File: config.mk
export PLATFORM = sky130hd
export DESIGN_NAME = cpb_cell
export DESIGN_NICKNAME = d
export VERILOG_FILES = /design/src/rtl/color_palette_builder_top_macros.svh /design/src/rtl/cpb_pkg.sv /design/src/rtl/cpb_cell.sv
export SDC_FILE = /design/constraint.sdc
export NUM_CORES = 1
export LEC_CHECK = 0
export ABC_AREA = 1
export ABC_CLOCK_PERIOD_IN_PS = 3600
export BUFFER_PORTS_ARGS = -buffer_cell sky130_fd_sc_hd__buf_2
export CELL_PAD_IN_SITES_DETAIL_PLACEMENT = 0
export CELL_PAD_IN_SITES_GLOBAL_PLACEMENT = 1
export CORE_UTILIZATION = 35
export CTS_CLUSTER_DIAMETER = 50
export CTS_CLUSTER_SIZE = 24
export DETAILED_ROUTE_END_ITERATION = 8
export GPL_ROUTABILITY_DRIVEN = 0
export MAX_ROUTING_LAYER = met4
export PLACE_DENSITY = 0.77
export SYNTH_ARGS = -nofsm -noshare
export SYNTH_HDL_FRONTEND = slang
export SYNTH_SLANG_ARGS = --single-unit
File: constraint.sdc
create_clock -name clk_i -period 3.6 [get_ports clk_i]
set_clock_uncertainty 0.2 [all_clocks]
set_input_delay 0.18 -clock clk_i [delete_from_list [all_inputs] [get_ports clk_i]]
set_output_delay 0.18 -clock clk_i [all_outputs]
set_load 0.005 [all_outputs]
File: src/rtl/color_palette_builder_top_macros.svh
// Assertion macros for the color palette builder top level.
// Included by color_palette_builder_top.sv; no other dependencies.
`ifndef COLOR_PALETTE_BUILDER_TOP_MACROS_SVH
`define COLOR_PALETTE_BUILDER_TOP_MACROS_SVH

// Same-cycle implication, disabled while reset is asserted
`define CPB_ASSERT_NOW(label, clk, rst_n, ante, cons) \
  label: assert property (@(posedge clk) disable iff (!rst_n) (ante) |-> (cons)) \
    else $error("cpb: same-cycle check failed");

// Next-cycle implication, disabled while reset is asserted
`define CPB_ASSERT_NEXT(label, clk, rst_n, ante, cons) \
  label: assert property (@(posedge clk) disable iff (!rst_n) (ante) |=> (cons)) \
    else $error("cpb: next-cycle check failed");

`endif

File: src/rtl/cpb_pkg.sv
// Shared types and constants for the color palette builder.
// No dependencies; used by the cell, the top level and the testbench.
`timescale 1ns / 1ps
`default_nettype none

package cpb_pkg;

  // Palette depth and derived widths
  localparam int PALETTE_ENTRIES = 256;
  localparam int IDX_W = (PALETTE_ENTRIES > 1) ? $clog2(PALETTE_ENTRIES) : 1;
  localparam int CNT_W = $clog2(PALETTE_ENTRIES + 1);
  localparam int RD_IDX_W = 8;
  localparam int CMP_W = (IDX_W > RD_IDX_W) ? IDX_W : RD_IDX_W;
  localparam int COLOR_W = 24;
  localparam int CH_W = 8;

  typedef enum logic [1:0] {
    ACT_CLEAR  = 2'd0,
    ACT_INSERT = 2'd1,
    ACT_FIND   = 2'd2,
    ACT_READ   = 2'd3
  } action_e;

  // Request token that walks down the cell chain
  typedef struct packed {
    logic                vld;
    action_e             action;
    logic [COLOR_W-1:0]  color;
    logic [RD_IDX_W-1:0] rd_idx;
    logic [CNT_W-1:0]    count;
    logic                found;
    logic                added;
    logic [IDX_W-1:0]    found_idx;
    logic [COLOR_W-1:0]  rd_color;
  } token_t;

endpackage

`default_nettype wire

File: src/rtl/cpb_cell.sv
// One palette cell: holds one color entry, checks the passing token and forwards it.
// Depends on cpb_pkg.
`timescale 1ns / 1ps
`default_nettype none

module cpb_cell (
  input  wire logic                       clk_i,
  input  wire logic                       rst_ni,
  input  wire logic [cpb_pkg::IDX_W-1:0]  cell_idx_i,
  input  wire cpb_pkg::token_t            tok_i,
  output cpb_pkg::token_t                 tok_o
);

  logic [cpb_pkg::COLOR_W-1:0] color_q;
  cpb_pkg::token_t             tok_d;
  cpb_pkg::token_t             tok_q;
  logic                        in_use;
  logic                        is_lookup;
  logic                        wr_en;

  // This entry is live when its position is below the current fill count
  assign in_use    = cpb_pkg::CNT_W'(cell_idx_i) < tok_i.count;
  assign is_lookup = (tok_i.action == cpb_pkg::ACT_INSERT) ||
                     (tok_i.action == cpb_pkg::ACT_FIND);
  // Append lands in the first free entry once no earlier entry matched
  assign wr_en     = tok_i.vld && (tok_i.action == cpb_pkg::ACT_INSERT) && !tok_i.found &&
                     (cpb_pkg::CNT_W'(cell_idx_i) == tok_i.count);

  // Update the token as it passes this entry
  always_comb begin
    tok_d = tok_i;
    if (tok_i.vld && in_use) begin
      if (is_lookup && !tok_i.found && (color_q == tok_i.color)) begin
        tok_d.found     = 1'b1;
        tok_d.found_idx = cell_idx_i;
      end
      if ((tok_i.action == cpb_pkg::ACT_READ) &&
          (cpb_pkg::CMP_W'(cell_idx_i) == cpb_pkg::CMP_W'(tok_i.rd_idx))) begin
        tok_d.rd_color = color_q;
      end
    end
    if (wr_en) begin
      tok_d.found     = 1'b1;
      tok_d.added     = 1'b1;
      tok_d.found_idx = cell_idx_i;
    end
  end

  // Entry storage, written once per append
  always_ff @(posedge clk_i) begin
    if (wr_en) begin
      color_q <= tok_i.color;
    end
  end

  // Token stage toward the next cell
  always_ff @(posedge clk_i or negedge rst_ni) begin
    if (!rst_ni) begin
      tok_q <= '0;
    end else begin
      tok_q <= tok_d;
    end
  end

  assign tok_o = tok_q;

endmodule

`default_nettype wire

-- Word level (Yosys, flattened, before mapping)
Cells that the tools add are included.
- memory bits (read-only): 0
- input port bits: 88
- bits in registers: 102
- RAM bits: 0
- memories kept: 0
- word-level logic and storage cells: 32
- output and inout port bits: 78
- bits in latches: 0
- $mul: 0
- shift operators: 0
- reduce and logical (&&, ||, !) cells: 9
- add/subtract/negate cells: 0
- div/mod/pow operators: 0
- eq/ne operators: 6
- muxes and demuxes: 6
- bitwise gates (word level): 0
- magnitude comparators: 1
- operator list (kind ; count):
    2-to-1 mux 32 bit ; 1
    == test 24 bit ; 1
    2-to-1 mux 24 bit ; 1
    2-to-1 mux 10 bit ; 1
    == test 8 x 9 -> 1 bit ; 1
    less-than comparator 8 x 9 -> 1 bit ; 1
    == test 8 bit ; 1
    2-to-1 mux 8 bit ; 1
    logical AND 1 bit ; 7
    == test 2 bit (second input constant) ; 2
    == test 2 x 1 -> 1 bit (second input constant) ; 1
    2-to-1 mux 1 bit ; 2
    logical NOT 1 bit ; 1
    logical OR 1 bit ; 1

-- Depth between registers and ports, before layout
Gate-level depths: netlist (run 1).
- word-level depth: 7
- depth in mapped cells: 12
- mapped depth without buffers: 12

-- Worst setup path after synthesis (run 1)
Ideal clock, no wire load.
- path kind: input to register
- from: in tok_i[37] in the netlist's numbering
- to: reg color_q[0] in the netlist's numbering, enable pin
- cell stages on the path: 7
- data required time: 3.021 ns
- path slack: 1.535 ns
- arrival time: 1.486 ns
- path buffers: 1
- library setup time: 0.379 ns
- cell sequence: inv_1 -> ha_1 -> nand2_1 -> nor2_1 -> nand4_1 -> buf_2 -> inv_1
- word-level cells in the longest chain between the ends: 2
- RTL lines (what ; line ; RTL):
    from (decl) ; cpb_cell.sv:10 ; input wire cpb_pkg::token_t tok_i,
    == test 8 x 9 -> 1 bit ; cpb_cell.sv:27 ; (cpb_pkg::CNT_W'(cell_idx_i) == tok_i.count);
    logical AND 1 bit ; cpb_cell.sv:26 ; assign wr_en = tok_i.vld && (tok_i.action == cpb_pkg::ACT_INSERT) && !tok_i.found &&
    named net wr_en ; cpb_cell.sv:19 ; logic wr_en;
    to (signal assigned) ; cpb_cell.sv:52 ; color_q <= tok_i.color;
    to (decl) ; cpb_cell.sv:14 ; logic [cpb_pkg::COLOR_W-1:0] color_q;
The timed path passes the listed nets, and every way through them passes these cells.
A chain may end at the register's enable or synchronous reset.

==> flow_summary.ini, run 1 <==
[setup_path]
crit_chain = dlygate4sd3_1 > buf_2 > inv_1 > ha_1 > a21oi_1 > nor2_1 > nor2_2 > nand2_2 > nor2_4 > nand3_4 > nand2_4 > nand2_1 > nand2_1 > dlygate4sd3_1
critPathMaxFanout = 10
end_kind = register
crit_type = in -> reg
start_kind = input pin
cp.arrival_ps = 2920
required_ps = 3690
path_buf_inv = 4
cpPeakStageDelay_ps = 540
critPathTopFamily = buffers and inverters
slowest_stage = dlygate4sd3_1

[clock_tree]
cts-buffers-inserted = 9
cts-htree-levels = 3
ctsResizeCount = 0
root_buffer = clkbuf_16
clk_pin_slew_ps = 60
postCtsSetupBuffers = 0
clockBufferDepth = 2
cts.sinks = 102
cts_tree = built
clk_latency_ps = 350

[power_and_ir_drop]
pwr-share-seq = 0.499
cellInternalPower_uw = 1920
ir_drop_uv = 306
p_leak_uw = 0.00319
comb_power_share = 0.122
switchingPower_uw = 562
p_clk_frac = 0.379
power_uw = 2480
switching_share = 0.226
power_density_mw_per_mm2 = 399

[logic_synthesis]
synth_warnings = 0
async_flop_share = 0.765
seq_area_frac_synth = 0.653
syn-num-nets = 475
synth_edf_count = 24
postSynthAreaPerCell_um2 = 10.9
synth_cell_types = 27
synth_seq_cells = 102
syn_inst = 377
syn-cell-area_mm2 = 0.00409
ys.flop_type = dfrtp_1

[global_route]
grt_pass1_vias = 3438
grt_overflow_total = 0
grt_max_degree = 79
grtUsageMet3 = 0.0558
grt_pass1_wl_um = 16200
antenna_found_initial = 0
grt_usage = 0.187
use_met1 = 0.214
top_usage_layer = met2
met2_usage = 0.310

[drt]
num_vias = 3391
routedWlPerCell_um = 13.4
dr.first_iter.drc_count = 97
wl_um = 10500
ant_nets = 0
remaining_drc_errors = 0
routed_via_density = 4.32
drtPass1Iterations = 4

[placed_design]
hpwl_um = 7170
io_buffers = 165
post-place-ws_ps = 1190

[sta]
tightestPinTransition_ps = 991
slew_headroom = 0.339
hold_viol = 0
setup_violations = 0
fin_crit_ps = 2840
setup_ws_ps = 764
fmax_mhz = 353
finalCritPeriodShare = 0.788
rsz0062_at_grt = false
setup_tns_ps = 0
whs_ps = 251
final-max-slew-violation-count = 0

[die]
io_pins = 166
row_count = 39
floorplan.initialDensity = 0.359
die_area_mm2 = 0.0121
die_h_um = 110
coreArea_mm2 = 0.0114
die_x_um = 110

[layout]
syn_to_final_growth_pct = 51.9
drive_above_1_share = 0.333
post-route-util = 0.545
num-fill-cells = 987
multi_input_area_mm2 = 0.00115
final_nets = 735
num_antenna_cells = 0
final-seq-area_mm2 = 0.00267

[status]
status = completed

[min_path]
holdCritPathClass = in -> reg

[job]
maxCapViolations = 0
cells in the mapped netlist, drive strengths merged, types with 2 or more instances:
master	n	share of area
dfrtp	78	0.48
inv	58	0.053
ha	10	0.031
xor2	4	0.0086
nand2	117	0.12
nand4	2	0.0031
xnor2	6	0.013
nor2	22	0.024
nand3	21	0.029
edfxtp	24	0.18
nand3b	2	0.0037
a21oi	3	0.0037
buf	5	0.012
o21ai	20	0.040
final cells by class:
type / count / area share
Sequential cell: 102 / 0.430
Inverter: 58 / 0.0350
Tap cell: 143 / 0.0288
Clock inverter: 6 / 0.00845
Timing Repair Buffer: 254 / 0.276
Multi-Input combinational cell: 212 / 0.186
Clock buffer: 10 / 0.0368
worst register-to-register path, stage by stage (launching register included):
cell	delay (ps)
edfxtp_1	350
inv_1	110
o21ai_0	90
nor2_1	150
nand3_1	120
nor2_1	180
nand3_4	170
nand2_4	150
nand2_1	60
nand2_1	60
dlygate4sd3_1	540
what timing repair did:
item,4_1_cts,5_1_grt
hold endpoints to repair,180,0
setup endpoints to repair,0,0
hold buffers,87,0
power by group through the flow:
stage	logic (uW)	registers [uW]	clock network, uW
finish	302	1240	941
global route	340	1240	1010
CTS	304	1240	975
detailed placement	230	1260	0
global placement	228	1260	0
floorplan	73.9	1270	0
routing by layer:
layer	part of all wire	vias to the layer above
met5	0	-
met4	0.021	0
met3	0.072	18
met2	0.48	133
met1	0.43	1550
li1	-	1690
path summary, 6_finish.rpt:
path,slack (ps),to,from,cells past startpoint
worst max-delay path,760,tok_o[30],tok_i[40],14
worst min-delay path,250,tok_o[4],cell_idx_i[4],6
worst max register to register,1350,tok_o[30],color_q[9],10
worst min register to register,330,tok_o[4],color_q[4],2
max in group asynchronous,2210,tok_o[63],rst_ni,2
min in group asynchronous,330,tok_o[71],rst_ni,2
logic make-up after synthesis:
family,share of synthesized area
AOI/OAI and AO/OA,0.0501
xor gates and xnor gates,0.0214
adders and majority gates,0.0306
buffers and inverters,0.0654
DFF,0.653
and+or+nand+nor,0.180
registers in the layout, indices dropped and copies added, names as in the netlist:
signal   flops
tok_o       78
color_q     24
per-stage QoR:
stage | area [um2] | cells
6_report | 6220 | 785
5_1_grt | 6220 | 785
4_1_cts | 6220 | 785
3_5_place_dp | 5070 | 682
3_3_place_gp | 5070 | 682
2_1_floorplan | 4090 | 377
cells in the final DEF, fill, tap and decap left out, drive strengths merged:
| cell | instances |
|---|---|
| o2111ai | 1 |
| buf | 167 |
| nand2 | 117 |
| nand4 | 2 |
| a21boi | 1 |
| nor2 | 22 |
| clkbuf | 10 |
| xor2 | 4 |
| or2 | 1 |
| edfxtp | 24 |
| dlygate4sd3 | 87 |
| ha | 10 |
| nand3 | 21 |
| nor3 | 1 |
| o21ai | 20 |
| o22ai | 1 |
| xnor2 | 6 |
| clkinv | 4 |
| a21oi | 3 |
| nand3b | 2 |
| inv | 58 |
| dfrtp | 78 |
| bufinv | 1 |
| clkinvlp | 1 |
No activity file was read; power rests on OpenSTA's default activity.
==> run 2: changes to the inputs <==
Settings changed: ABC_CLOCK_PERIOD_IN_PS 3600 to 2300, CORE_UTILIZATION 35 to 32, PLACE_DENSITY 0.77 to 0.74.
Clock period 3.6 ns to 2.3 ns, I/O delays scaled along.
==> flow_summary.ini, run 2 (synthesized netlist as in run 1, its figures left out) <==
[layout]
drive_above_1_share = 0.344
fin_area_mm2 = 0.00633
post-route-util = 0.516
final_nets = 739
most-common-layout-cells = buf_2, nand2_1, dlygate4sd3_1, dfrtp_1, inv_1
num_antenna_cells = 0
syn_to_final_growth_pct = 54.7
layout_commonest_cell = buf_2
largest_reg_flops = 78

[min_path]
holdCritPathClass = in -> async

[setup_path]
critPathMaxFanout = 41
required_ps = 2360
crit_top_cell = nand2_1
reg2reg_slack_ps = 460
crit_type = in -> reg
critPathTopFamily = simple AND/OR/NAND/NOR gates
start_kind = input pin
end_kind = register
crit_chain = dlygate4sd3_1 > buf_2 > inv_1 > ha_1 > nand2_1 > nor2_1 > a21boi_2 > nor2_4 > nand2_4 > nand2_1 > o21ai_2
path_buf_inv = 3
cp.arrival_ps = 2260
r2r-end = tok_o[25]
cpPeakStageDelay_ps = 520
slowest_stage = dlygate4sd3_1
reg2reg_from = color_q[21]
rr_worst_depth = 9

[drt]
routed_via_density = 4.24
routedWlPerCell_um = 13.4
dr.first_iter.drc_count = 116
drtPass1Iterations = 4
remaining_drc_errors = 0
wl_um = 10900
ant_nets = 0
num_vias = 3450

[sta]
setup_tns_ps = 0
final-max-slew-violation-count = 0
hold_viol = 0
setup_violations = 0
fin_crit_ps = 2200
tightestPinTransition_ps = 561
slew_headroom = 0.626
fmax_mhz = 454
rsz0062_at_grt = true
finalCritPeriodShare = 0.957

[clock_tree]
cts_tree = built
cts-htree-levels = 3
cts-buffers-inserted = 9
root_buffer = clkbuf_16
clockBufferDepth = 2
cts.sinks = 102
clk_latency_ps = 340
clk_pin_slew_ps = 70

[global_route]
grt_usage = 0.174
grt_overflow_total = 0
grt_max_degree = 43
grt_pass1_wl_um = 16700
antenna_found_initial = 0
grt_pass1_vias = 3509

[power_and_ir_drop]
ir_drop_uv = 308
power_uw = 3900
p_leak_uw = 0.00322
power_density_mw_per_mm2 = 616

[die]
io_pins = 166
die_h_um = 115
row_count = 40
die_area_mm2 = 0.0133
floorplan.initialDensity = 0.334
coreArea_mm2 = 0.0123
die_x_um = 115

[job]
maxCapViolations = 0

[placed_design]
place_area_mm2 = 0.00514
hpwl_um = 7250
io_buffers = 165

[status]
status = completed
run 2: final cells by class:
cell class / count / area, um2
timing repair buffer: 257 / 1760
fill: 1093 / 5930
clock inverter: 2 / 16.3
multi-input combinational: 213 / 1180
clock buffer: 14 / 274
sequential: 102 / 2670
tap: 168 / 210
inverter: 58 / 218
run 2: report_power, final:
| group | switching, uW | internal [uW] |
|---|---|---|
| clock network | 653 | 826 |
| logic | 219 | 261 |
| registers | 17.8 | 1920 |
run 2: stage by stage:
step	std cells	worst slack [ps]	hold WS, ps
2_1_floorplan	377	300	-381
3_3_place_gp	709	297	-95.1
3_5_place_dp	709	281	-93.8
4_1_cts	812	100	65.3
5_1_grt	814	-34.2	104
6_report	814	99.4	56.2
run 2: what timing repair did:
item	4_1_cts	5_1_grt
gates resized for setup	0	3
buffers inserted	0	1
endpoints found under the hold margin	180	0
hold buffers	87	0
setup endpoints to repair	0	20
run 2: worst register-to-register path, stage by stage, from the launching register on:
cell      delay (ps)
edfxtp_1         360
inv_1            110
o21ai_0           80
nor2_1           150
nand3_1           80
nor2_1           330
nand3_4          200
nand2_8          140
nand2_1           60
nand2_1           70
run 2: worst max path at each step:
| stage | end | startpoint | cells past startpoint |
|---|---|---|---|
| finish | tok_o[5] | tok_i[41] | 11 |
| CTS | tok_o[5] | cell_idx_i[7] | 10 |
| global route | tok_o[17] | cell_idx_i[6] | 11 |
| floorplan | color_q[0] | tok_i[37] | 7 |
| detailed placement | tok_o[5] | tok_i[41] | 10 |
| global placement | tok_o[30] | cell_idx_i[6] | 12 |
run 2: routing by layer:
metal	global-route usage	vias up	wire length (um)
li1	-	1705	-
met1	0.197	1616	4510
met2	0.298	115	5620
met3	0.0348	14	524
met4	0.0762	0	229
met5	-	-	0
